<file path="src/sv/cpe_pkg.sv">
// Shared types, codes and constants for the control packet endpoint.
// No dependencies; every other file of the block refers to this package.
`default_nettype none

package cpe_pkg;

    localparam int PACKET_BYTES_DEF = 32;
    localparam int QUEUE_DEPTH      = 2;

    localparam logic [7:0] HDR_C        = 8'h43;
    localparam logic [7:0] HDR_P        = 8'h50;
    localparam logic [7:0] PROTO_VER    = 8'h02;
    localparam logic [7:0] TYPE_STATUS  = 8'h80;
    localparam logic [7:0] TYPE_INPUT   = 8'h81;
    localparam logic [7:0] STATUS_CAPS  = 8'h1F;
    localparam logic [7:0] STATUS_NCTRL = 8'h09;
    localparam logic [7:0] STATUS_NROT  = 8'h06;
    localparam logic [7:0] OP_LED_LO    = 8'h10;
    localparam logic [7:0] OP_LED_HI    = 8'h12;
    localparam logic [7:0] OP_ACTION    = 8'h20;
    localparam logic [7:0] OP_STATUS    = 8'h30;
    localparam logic [7:0] OP_RELEASE   = 8'h31;

    localparam logic [3:0] NUM_CONTROLS = 4'd9;

    localparam logic [1:0] ST_RELEASE = 2'd0;
    localparam logic [1:0] ST_PRESS   = 2'd1;
    localparam logic [1:0] ST_ROTATE  = 2'd2;

    typedef enum logic [1:0] {
        CMD_BUTTON  = 2'd0,
        CMD_ROTATE  = 2'd1,
        CMD_RX_BYTE = 2'd2
    } command_t;

    typedef enum logic [1:0] {
        CFG_MAJOR = 2'd0,
        CFG_MINOR = 2'd1,
        CFG_PATCH = 2'd2
    } cfg_index_t;

    typedef enum logic {
        KIND_REPORT  = 1'b0,
        KIND_VERDICT = 1'b1
    } kind_t;

    typedef enum logic [2:0] {
        VD_BAD_LENGTH = 3'd0,
        VD_BAD_PACKET = 3'd1,
        VD_LED        = 3'd2,
        VD_ACTION     = 3'd3,
        VD_STATUS     = 3'd4,
        VD_RELEASE    = 3'd5,
        VD_UNKNOWN    = 3'd6
    } verdict_t;

    typedef enum logic [1:0] {
        JOB_INPUT          = 2'd0,
        JOB_VERDICT        = 2'd1,
        JOB_VERDICT_STATUS = 2'd2
    } job_kind_t;

    typedef enum logic [1:0] {
        BK_IDLE    = 2'd0,
        BK_VERDICT = 2'd1,
        BK_REPORT  = 2'd2
    } back_state_t;

    typedef struct packed {
        logic [7:0] major;
        logic [7:0] minor;
        logic [7:0] patch;
    } version_t;

    typedef struct packed {
        job_kind_t   kind;
        verdict_t    verdict;
        logic [3:0]  visible;
        logic [1:0]  ev_state;
        logic [7:0]  seq;
        logic [15:0] mask;
    } job_t;

    function automatic logic [3:0] remap(input logic [3:0] idx);
        logic [3:0] r;
        case (idx)
            4'd0:    r = 4'd2;
            4'd1:    r = 4'd1;
            4'd2:    r = 4'd0;
            4'd3:    r = 4'd5;
            4'd4:    r = 4'd4;
            4'd5:    r = 4'd3;
            4'd6:    r = 4'd6;
            4'd7:    r = 4'd7;
            4'd8:    r = 4'd8;
            default: r = 4'd0;
        endcase
        return r;
    endfunction

endpackage

`default_nettype wire

</file>
<file path="src/sv/cpe_front.sv">
// Front end: accepts items, keeps mask, sequence and receive state, queues jobs.
// Depends on cpe_pkg.
`default_nettype none

module cpe_front #(
    parameter int PACKET_BYTES = cpe_pkg::PACKET_BYTES_DEF
) (
    input  wire logic             aclk,
    input  wire logic             aresetn,
    input  wire logic             s_valid,
    output logic                  s_ready,
    input  wire logic [1:0]       s_command,
    input  wire logic [3:0]       s_control_index,
    input  wire logic             s_pressed,
    input  wire logic [7:0]       s_rx_byte,
    input  wire logic             s_rx_last,
    input  wire logic             q_full,
    output logic                  q_push,
    output cpe_pkg::job_t         q_job
);

    localparam int CNT_W = $clog2(PACKET_BYTES + 2);

    logic [7:0]       seq_reg, seq_next;
    logic [15:0]      mask_reg, mask_next;
    logic [CNT_W-1:0] rx_count_reg, rx_count_next;
    logic [7:0]       rx_xor_reg, rx_xor_next;
    logic             rx_hdr_ok_reg, rx_hdr_ok_next;
    logic [7:0]       rx_opcode_reg, rx_opcode_next;

    logic             accept;
    logic [3:0]       visible;
    logic [15:0]      bit_sel;
    cpe_pkg::verdict_t vd;

    assign s_ready = !q_full;
    assign accept  = s_valid && s_ready;
    assign visible = cpe_pkg::remap(s_control_index);
    assign bit_sel = 16'd1 << visible;

    always_comb begin
        seq_next       = seq_reg;
        mask_next      = mask_reg;
        rx_count_next  = rx_count_reg;
        rx_xor_next    = rx_xor_reg;
        rx_hdr_ok_next = rx_hdr_ok_reg;
        rx_opcode_next = rx_opcode_reg;
        vd             = cpe_pkg::VD_UNKNOWN;
        q_push         = 1'b0;
        q_job.kind     = cpe_pkg::JOB_INPUT;
        q_job.verdict  = cpe_pkg::VD_BAD_LENGTH;
        q_job.visible  = visible;
        q_job.ev_state = cpe_pkg::ST_ROTATE;
        q_job.seq      = seq_reg + 8'd1;
        q_job.mask     = mask_reg;
        if (accept) begin
            case (s_command)
                cpe_pkg::CMD_BUTTON, cpe_pkg::CMD_ROTATE: begin
                    if (s_control_index < cpe_pkg::NUM_CONTROLS) begin
                        if (s_command == cpe_pkg::CMD_BUTTON) begin
                            mask_next = s_pressed ? (mask_reg | bit_sel)
                                                  : (mask_reg & ~bit_sel);
                            q_job.ev_state = s_pressed ? cpe_pkg::ST_PRESS
                                                       : cpe_pkg::ST_RELEASE;
                        end
                        seq_next   = seq_reg + 8'd1;
                        q_job.mask = mask_next;
                        q_push     = 1'b1;
                    end
                end
                cpe_pkg::CMD_RX_BYTE: begin
                    if (rx_count_reg == CNT_W'(0) && s_rx_byte != cpe_pkg::HDR_C)
                        rx_hdr_ok_next = 1'b0;
                    if (rx_count_reg == CNT_W'(1) && s_rx_byte != cpe_pkg::HDR_P)
                        rx_hdr_ok_next = 1'b0;
                    if (rx_count_reg == CNT_W'(2) && s_rx_byte != 8'd1
                            && s_rx_byte != 8'd2)
                        rx_hdr_ok_next = 1'b0;
                    if (rx_count_reg == CNT_W'(3))
                        rx_opcode_next = s_rx_byte;
                    rx_xor_next = rx_xor_reg ^ s_rx_byte;
                    if (rx_count_reg < CNT_W'(PACKET_BYTES + 1))
                        rx_count_next = rx_count_reg + CNT_W'(1);
                    if (s_rx_last) begin
                        if (rx_count_next != CNT_W'(PACKET_BYTES))
                            vd = cpe_pkg::VD_BAD_LENGTH;
                        else if (!rx_hdr_ok_next || rx_xor_next != 8'd0)
                            vd = cpe_pkg::VD_BAD_PACKET;
                        else if (rx_opcode_next inside
                                 {[cpe_pkg::OP_LED_LO:cpe_pkg::OP_LED_HI]})
                            vd = cpe_pkg::VD_LED;
                        else if (rx_opcode_next == cpe_pkg::OP_ACTION)
                            vd = cpe_pkg::VD_ACTION;
                        else if (rx_opcode_next == cpe_pkg::OP_STATUS)
                            vd = cpe_pkg::VD_STATUS;
                        else if (rx_opcode_next == cpe_pkg::OP_RELEASE)
                            vd = cpe_pkg::VD_RELEASE;
                        else
                            vd = cpe_pkg::VD_UNKNOWN;
                        // drop the packet state, ready for the next one
                        rx_count_next  = '0;
                        rx_xor_next    = 8'd0;
                        rx_hdr_ok_next = 1'b1;
                        rx_opcode_next = 8'd0;
                        if (vd == cpe_pkg::VD_RELEASE)
                            mask_next = 16'd0;
                        q_job.kind = (vd == cpe_pkg::VD_STATUS || vd == cpe_pkg::VD_RELEASE)
                                     ? cpe_pkg::JOB_VERDICT_STATUS : cpe_pkg::JOB_VERDICT;
                        q_job.verdict = vd;
                        q_job.mask    = mask_next;
                        q_push        = 1'b1;
                    end
                end
                default: ;
            endcase
        end
    end

    always_ff @(posedge aclk) begin
        if (!aresetn) begin
            seq_reg       <= 8'd0;
            mask_reg      <= 16'd0;
            rx_count_reg  <= '0;
            rx_xor_reg    <= 8'd0;
            rx_hdr_ok_reg <= 1'b1;
            rx_opcode_reg <= 8'd0;
        end else begin
            seq_reg       <= seq_next;
            mask_reg      <= mask_next;
            rx_count_reg  <= rx_count_next;
            rx_xor_reg    <= rx_xor_next;
            rx_hdr_ok_reg <= rx_hdr_ok_next;
            rx_opcode_reg <= rx_opcode_next;
        end
    end

endmodule

`default_nettype wire

</file>
<file path="src/sv/cpe_queue.sv">
// Short job queue between front and back ends.
// Depends on cpe_pkg.
`default_nettype none

module cpe_queue (
    input  wire logic          aclk,
    input  wire logic          aresetn,
    input  wire logic          push,
    input  wire cpe_pkg::job_t push_job,
    output logic               full,
    output logic               pop_valid,
    input  wire logic          pop,
    output cpe_pkg::job_t      pop_job
);

    localparam int DEPTH = cpe_pkg::QUEUE_DEPTH;
    localparam int PTR_W = (DEPTH > 1) ? $clog2(DEPTH) : 1;
    localparam int CNT_W = $clog2(DEPTH + 1);

    cpe_pkg::job_t    entry_reg [DEPTH];
    logic [PTR_W-1:0] wr_ptr_reg, wr_ptr_next;
    logic [PTR_W-1:0] rd_ptr_reg, rd_ptr_next;
    logic [CNT_W-1:0] count_reg, count_next;
    logic             do_push, do_pop;

    assign full      = (count_reg == CNT_W'(DEPTH));
    assign pop_valid = (count_reg != '0);
    assign do_push   = push && !full;
    assign do_pop    = pop && pop_valid;
    assign pop_job   = entry_reg[rd_ptr_reg];

    always_comb begin
        wr_ptr_next = wr_ptr_reg;
        rd_ptr_next = rd_ptr_reg;
        count_next  = count_reg;
        if (do_push)
            wr_ptr_next = (wr_ptr_reg == PTR_W'(DEPTH - 1)) ? '0 : wr_ptr_reg + PTR_W'(1);
        if (do_pop)
            rd_ptr_next = (rd_ptr_reg == PTR_W'(DEPTH - 1)) ? '0 : rd_ptr_reg + PTR_W'(1);
        if (do_push && !do_pop)
            count_next = count_reg + CNT_W'(1);
        else if (do_pop && !do_push)
            count_next = count_reg - CNT_W'(1);
    end

    always_ff @(posedge aclk) begin
        if (do_push)
            entry_reg[wr_ptr_reg] <= push_job;
    end

    always_ff @(posedge aclk) begin
        if (!aresetn) begin
            wr_ptr_reg <= '0;
            rd_ptr_reg <= '0;
            count_reg  <= '0;
        end else begin
            wr_ptr_reg <= wr_ptr_next;
            rd_ptr_reg <= rd_ptr_next;
            count_reg  <= count_next;
        end
    end

endmodule

`default_nettype wire

</file>
<file path="src/sv/cpe_back.sv">
// Back end: jobs to verdict and report items, one per cycle unless stalled.
// Depends on cpe_pkg.
`default_nettype none

module cpe_back #(
    parameter int PACKET_BYTES = cpe_pkg::PACKET_BYTES_DEF
) (
    input  wire logic              aclk,
    input  wire logic              aresetn,
    input  wire cpe_pkg::version_t version,
    input  wire logic              q_valid,
    input  wire cpe_pkg::job_t     q_job,
    output logic                   q_pop,
    output logic                   m_valid,
    input  wire logic              m_ready,
    output logic                   m_kind,
    output logic [7:0]             m_tx_byte,
    output logic                   m_tx_last,
    output logic [2:0]             m_verdict
);

    localparam int POS_W = $clog2(PACKET_BYTES);

    cpe_pkg::back_state_t state_reg, state_next;
    cpe_pkg::job_t        job_reg;
    logic [POS_W-1:0]     pos_reg;
    logic [7:0]           sum_reg;

    logic                 m_valid_reg;
    cpe_pkg::kind_t       m_kind_reg;
    logic [7:0]           m_tx_byte_reg;
    logic                 m_tx_last_reg;
    cpe_pkg::verdict_t    m_verdict_reg;

    logic                 step, done, pos_end, is_input;
    logic [7:0]           rep_byte, out_byte;
    cpe_pkg::kind_t       out_kind;
    cpe_pkg::verdict_t    out_verdict;

    assign step     = (state_reg != cpe_pkg::BK_IDLE) && (!m_valid_reg || m_ready);
    assign pos_end  = (pos_reg == POS_W'(PACKET_BYTES - 1));
    assign is_input = (job_reg.kind == cpe_pkg::JOB_INPUT);
    assign done     = step && ((state_reg == cpe_pkg::BK_VERDICT
                                && job_reg.kind != cpe_pkg::JOB_VERDICT_STATUS)
                               || (state_reg == cpe_pkg::BK_REPORT && pos_end));
    assign q_pop    = q_valid && (state_reg == cpe_pkg::BK_IDLE || done);

    // report byte at the current position, before the checksum
    always_comb begin
        case (pos_reg)
            POS_W'(0):  rep_byte = cpe_pkg::HDR_C;
            POS_W'(1):  rep_byte = cpe_pkg::HDR_P;
            POS_W'(2):  rep_byte = cpe_pkg::PROTO_VER;
            POS_W'(3):  rep_byte = is_input ? cpe_pkg::TYPE_INPUT : cpe_pkg::TYPE_STATUS;
            POS_W'(4):  rep_byte = is_input ? job_reg.seq : version.major;
            POS_W'(5):  rep_byte = is_input ? {4'd0, job_reg.visible} : version.minor;
            POS_W'(6):  rep_byte = is_input ? {6'd0, job_reg.ev_state} : version.patch;
            POS_W'(7):  rep_byte = is_input ? job_reg.mask[7:0] : cpe_pkg::STATUS_CAPS;
            POS_W'(8):  rep_byte = is_input ? job_reg.mask[15:8] : cpe_pkg::STATUS_NCTRL;
            POS_W'(9):  rep_byte = is_input ? 8'd0 : cpe_pkg::STATUS_NROT;
            POS_W'(10): rep_byte = is_input ? 8'd0 : job_reg.mask[7:0];
            POS_W'(11): rep_byte = is_input ? 8'd0 : job_reg.mask[15:8];
            default:    rep_byte = 8'd0;
        endcase
    end

    always_comb begin
        state_next = state_reg;
        if (q_pop)
            state_next = (q_job.kind == cpe_pkg::JOB_INPUT) ? cpe_pkg::BK_REPORT
                                                           : cpe_pkg::BK_VERDICT;
        else if (done)
            state_next = cpe_pkg::BK_IDLE;
        else if (step && state_reg == cpe_pkg::BK_VERDICT)
            state_next = cpe_pkg::BK_REPORT;
    end

    always_comb begin
        out_kind    = cpe_pkg::KIND_REPORT;
        out_byte    = 8'd0;
        out_verdict = cpe_pkg::VD_BAD_LENGTH;
        case (state_reg)
            cpe_pkg::BK_VERDICT: begin
                out_kind    = cpe_pkg::KIND_VERDICT;
                out_verdict = job_reg.verdict;
            end
            cpe_pkg::BK_REPORT: begin
                out_byte = pos_end ? sum_reg : rep_byte;
            end
            default: ;
        endcase
    end

    always_ff @(posedge aclk) begin
        if (q_pop) begin
            job_reg <= q_job;
            pos_reg <= '0;
            sum_reg <= 8'd0;
        end else if (step && state_reg == cpe_pkg::BK_REPORT) begin
            pos_reg <= pos_reg + POS_W'(1);
            sum_reg <= sum_reg ^ rep_byte;
        end
        if (step) begin
            m_kind_reg    <= out_kind;
            m_tx_byte_reg <= out_byte;
            m_tx_last_reg <= (state_reg == cpe_pkg::BK_REPORT) && pos_end;
            m_verdict_reg <= out_verdict;
        end
    end

    always_ff @(posedge aclk) begin
        if (!aresetn) begin
            state_reg   <= cpe_pkg::BK_IDLE;
            m_valid_reg <= 1'b0;
        end else begin
            state_reg <= state_next;
            if (step)
                m_valid_reg <= 1'b1;
            else if (m_ready)
                m_valid_reg <= 1'b0;
        end
    end

    assign m_valid   = m_valid_reg;
    assign m_kind    = m_kind_reg;
    assign m_tx_byte = m_tx_byte_reg;
    assign m_tx_last = m_tx_last_reg;
    assign m_verdict = m_verdict_reg;

endmodule

`default_nettype wire

</file>
<file path="src/sv/control_packet_endpoint_core.sv">
// Control packet endpoint: top level with version registers, front, queue, back.
// The first result item passes the queue, the back-end job register and the output register.
// Throughput: one item accepted per cycle while the queue has room; results leave
// one per cycle from the back end while m_ready allows, so an event yields PACKET_BYTES
// report items, a status or release-all packet a verdict and as many. Depends on cpe_pkg.
// Reset (aresetn low, synchronous) clears sequence, mask, receive state and queue.
`default_nettype none

module control_packet_endpoint_core #(
    parameter int PACKET_BYTES = cpe_pkg::PACKET_BYTES_DEF
) (
    input  wire logic        aclk,
    input  wire logic        aresetn,
    // input items
    input  wire logic        s_valid,
    output logic             s_ready,
    input  wire logic [1:0]  s_command,
    input  wire logic [3:0]  s_control_index,
    input  wire logic        s_pressed,
    input  wire logic [7:0]  s_rx_byte,
    input  wire logic        s_rx_last,
    // result items
    output logic             m_valid,
    input  wire logic        m_ready,
    output logic             m_kind,
    output logic [7:0]       m_tx_byte,
    output logic             m_tx_last,
    output logic [2:0]       m_verdict,
    // register writes
    input  wire logic        cfg_valid,
    output logic             cfg_ready,
    input  wire logic [1:0]  cfg_index,
    input  wire logic [7:0]  cfg_data
);

    cpe_pkg::version_t version_reg;
    cpe_pkg::job_t     push_job, pop_job;
    logic              push, q_full, q_valid, q_pop;

    // Register writes are always accepted; an index past the list is dropped.
    assign cfg_ready = 1'b1;

    always_ff @(posedge aclk) begin
        if (!aresetn) begin
            version_reg <= '0;
        end else if (cfg_valid && cfg_ready) begin
            case (cfg_index)
                cpe_pkg::CFG_MAJOR: version_reg.major <= cfg_data;
                cpe_pkg::CFG_MINOR: version_reg.minor <= cfg_data;
                cpe_pkg::CFG_PATCH: version_reg.patch <= cfg_data;
                default: ;
            endcase
        end
    end

    // Front end: classify each item, update mask and receive state, hand on a job.
    cpe_front #(
        .PACKET_BYTES (PACKET_BYTES)
    ) u_front (
        .aclk            (aclk),
        .aresetn         (aresetn),
        .s_valid         (s_valid),
        .s_ready         (s_ready),
        .s_command       (s_command),
        .s_control_index (s_control_index),
        .s_pressed       (s_pressed),
        .s_rx_byte       (s_rx_byte),
        .s_rx_last       (s_rx_last),
        .q_full          (q_full),
        .q_push          (push),
        .q_job           (push_job)
    );

    // Queue: let the front keep taking items while a report is still going out.
    cpe_queue u_queue (
        .aclk      (aclk),
        .aresetn   (aresetn),
        .push      (push),
        .push_job  (push_job),
        .full      (q_full),
        .pop_valid (q_valid),
        .pop       (q_pop),
        .pop_job   (pop_job)
    );

    // Back end: serialise each job into verdict and report items through an output register.
    cpe_back #(
        .PACKET_BYTES (PACKET_BYTES)
    ) u_back (
        .aclk      (aclk),
        .aresetn   (aresetn),
        .version   (version_reg),
        .q_valid   (q_valid),
        .q_job     (pop_job),
        .q_pop     (q_pop),
        .m_valid   (m_valid),
        .m_ready   (m_ready),
        .m_kind    (m_kind),
        .m_tx_byte (m_tx_byte),
        .m_tx_last (m_tx_last),
        .m_verdict (m_verdict)
    );

endmodule

`default_nettype wire

</file>
<file path="config.mk">
export PLATFORM = sky130hd
export DESIGN_NAME = control_packet_endpoint_core
export DESIGN_NICKNAME = d
export VERILOG_FILES = /design/src/sv/cpe_pkg.sv /design/src/sv/cpe_front.sv /design/src/sv/cpe_queue.sv /design/src/sv/cpe_back.sv /design/src/sv/control_packet_endpoint_core.sv
export SDC_FILE = /design/constraint.sdc
export NUM_CORES = 1
export LEC_CHECK = 0
export BUFFER_PORTS_ARGS = -buffer_cell sky130_fd_sc_hd__buf_2
export CAP_MARGIN = 40
export CORE_MARGIN = 2
export CORE_UTILIZATION = 57
export CTS_CLUSTER_DIAMETER = 120
export DETAILED_ROUTE_END_ITERATION = 8
export MAX_ROUTING_LAYER = met4
export PLACE_DENSITY = 0.75
export SYNTH_ARGS = -nofsm -noshare
export SYNTH_HDL_FRONTEND = slang
export SYNTH_SLANG_ARGS = --single-unit
</file>
<file path="constraint.sdc">
create_clock -name aclk -period 10.9 [get_ports aclk]
set_clock_uncertainty 0.15 [all_clocks]
set_input_delay 1.635 -clock aclk [delete_from_list [all_inputs] [get_ports aclk]]
set_output_delay 1.635 -clock aclk [all_outputs]
set_load 0.1 [all_outputs]
</file>
==> metrics.md <==
| Metric | Value |
|---|---|
| Status | finished, final reports clean |
| Worst reg2reg endpoint | u_queue.count_reg[1] |
| Final std cells w/o fill | 1152 |
| R2R Setup Slk | 7.51 ns |
| Setup ws final | 7.06 ns |
| HPWL after DPL | 13800 um |
| Tightest Pin Transition | 0.915 ns |
| Total Routing Usage GR | 23.2% |
| Hold-fix buffers, CTS | 0 |
| Drt wl/cell | 17.8 um |
| Post-synth EDFFs | 118 |
| # nets final | 954 |
| YS warnings | 0 |
| Reg2reg start | u_back.pos_reg[0] |
| Slowest-stage cell, CP | and4_1 |
| Crit path time final | 3.84 ns |
| Top layer in use | met4 |
| 1st-iter DRT viols | 502 |
| DIE AREA | 0.0185 sq mm |
| Cells along the critical path | buf_2, nor2b_1, nand3_1, nor2_1, and4_1, a21boi_0 |
| Starting Density | 57.9% |
| Initial antenna violation count | 0 |
| DRC violations left | 0 |
| CTS H-tree depth | 1 |
| Mapped Cells | 890 |
| Post-CTS Setup Inserts | 0 |
| Hold path startpoint | u_front.mask_reg[14] |
| Net Count, Synth | 933 |
| Critical path launch point | s_command[1] |
| Number of library cell types mapped by synthesis | 77 |
| First-pass GRT wire length | 33000 um |
| Hold Path Class | flip-flop to flip-flop |
| Mapped Area | 0.00995 sq mm |
| Final hold violations | 0 |
| CTS tree | done |
| Top_reg_cell synth | edfxtp_1 |
| Yosys reg bits | 210 |
| Met2 wire len | 9600 um |
| M1 WL | 9220 um |
| Post-synthesis async set-or-reset flop share | 0% |
| Leading cell type in the layout, fill and taps excluded | edfxtp_1 |
| Clock Latency Late Sink | 0.50 ns |
| Largest net degree at the start of global routing | 71 |
| Sum of negative setup slack | 0 ns |
| Max Cap Viol | 0 |
| Avg Inst Size Synth | 11.2 sq um |
| Via count of the first global-routing pass | 6343 |
| Horiz. Die Dim | 136 um |
| Tcrit/Tclk final | 35.3% |
| VDD IR max | 0.148 mV |
| Gr ovfl total | 0 |
| Area delta synth->final | 11.9% |
| Critical path data required time | 10.96 ns |
| RSZ-0062 raised after global routing | false |
| Setup Viol. Count Final | 0 |
| Layout cells sized above 1 | 16.7% |
| Clock buffer depth | 3 |
| Post-synthesis sequential area ratio | 54.1% |
| Root Driver | clkbuf_16 |
| Synth top area share | 35.6% |
| Chip Height | 136 um |
| I/O pins | 47 |
| Vias | 6894 |
| Detail Route met3 WL | 985 um |
| CP Launch Type | primary input |
| Min-Delay Path Depth | 2 |
| CTS sink cnt | 210 |
| Post-synth top area cell | edfxtp_1 |
| Place WS | 6.65 ns |
| Crit path DAT | 3.90 ns |
| Num CTS Buffers | 22 |
| Critical path class | primary input to flip-flop |
| PD cells | 222 mW/mm^2 |
| DRT Pass-1 Iters | 7 |
| Slew Viols, Final | 0 |
| Final wirelength | 20500 um |
| Diode count | 0 |
| # rows | 48 |
| Post-Place Cells | 1112 |
| Pleak | 0.00401 uW |
| Reg2Reg Depth | 10 |
| Worst rel slew slack | 38.8% |
| Largest stage delay, worst path | 0.58 ns |
| Routed vias/inst | 5.98 |
| DRT antenna net count | 0 |
| Crit. End Element | flip-flop |
| IO buf count | 45 |
| Min-Delay Endpoint | u_front.mask_reg[14] |
| Reg clk slew, reported paths | 0.06 ns |
| Post_cts resized | 0 |
| Maximum clock frequency | 260 MHz |
| Max FFs per register | 70 |
| Most frequent cells in the layout | edfxtp_1 (118), dfxtp_1 (92), nor2_1 (73), mux2i_1 (48), o21ai_0 (48) |
| Crit path max fanout | 34 |
| Final Wtd Congestion | 0.908 |
| CORE AREA | 0.0172 sq mm |
| Largest cells by area after synthesis | edfxtp_1 (36%), dfxtp_1 (19%), mux2i_1 (4.8%), mux2_2 (4.1%), nor2_1 (2.8%) |
-- cell usage after synthesis (6+ instances only) --
master / count
a21boi_0: 9
a21oi_1: 37
a22o_1: 10
a22oi_1: 13
a2bb2oi_1: 9
a31oi_1: 6
and2_1: 6
and3_1: 8
clkbuf_1: 51
dfxtp_1: 92
edfxtp_1: 118
ha_1: 12
inv_1: 15
mux2_2: 36
mux2i_1: 48
nand2_1: 46
nand2b_1: 12
nand3_1: 21
nand3b_1: 16
nor2_1: 74
nor2b_1: 9
nor3_1: 16
nor3b_1: 12
o21ai_0: 48
o21bai_1: 8
o22ai_2: 9
or3_1: 9
xnor2_1: 16
xor2_1: 11
-- worst max-delay path by stage --
| stage | end |
|---|---|
| after floorplan | u_queue.count_reg[1] |
| after global placement | u_queue.entry_reg[0][4] |
| after detailed placement | u_queue.entry_reg[0][13] |
| after CTS | u_queue.entry_reg[0][13] |
| after global routing | u_queue.entry_reg[0][13] |
| final | u_queue.entry_reg[0][13] |
-- cell families after synthesis --
kind of cell	Yosys count	share of synthesized area, %
compound gates	197	13.8
xor+xnor	27	2.38
fa+ha+maj	12	1.51
buf+inv	77	3.17
flops	210	54.1
mux	84	8.90
other cells	1	0.0377
simple gates	282	16.2
-- report_power, final --
group | switching [uW] | total, uW | internal (uW) | leakage (uW)
registers | 56.8 | 1050 | 992 | 0.00185
logic | 454 | 639 | 185 | 0.00177
clock network | 297 | 786 | 489 | 0.000381
-- cell type report --
cell class / count / area (sq um)
inverter: 16 / 60.1
sequential: 210 / 5390
timing repair buffer: 58 / 350
tap: 225 / 282
clock inverter: 8 / 93.8
multi-input combinational: 603 / 4270
fill: 1354 / 6040
clock buffer: 32 / 693
-- metal layers --
layer	vias to the layer above	global-route usage, %
li1	3370	-
met1	3295	31.3
met2	185	36.2
met3	44	3.32
met4	0	8.10
met5	-	-
-- critical path, delay by kind of cell --
kind                   cells  cell delay, ns
and+or+nand+nor            4            1.59
buffers and inverters      1            0.42
AOI/OAI and AO/OA          1            0.23
-- through the flow --
| stage | hold WS [ns] | util [%] | instance area [sq um] | total power [uW] |
|---|---|---|---|---|
| 2_1_floorplan | 0.258 | - | 9950 | 1540 |
| 3_3_place_gp | 0.265 | 60.0 | 10300 | 1690 |
| 3_5_place_dp | 0.269 | 60.2 | 10300 | 1710 |
| 4_1_cts | 0.279 | 64.8 | 11100 | 2490 |
| 5_1_grt | 0.291 | 64.8 | 11100 | 2580 |
| 6_report | 0.280 | 64.8 | 11100 | 2470 |
Power figures use the tool's default switching activity.
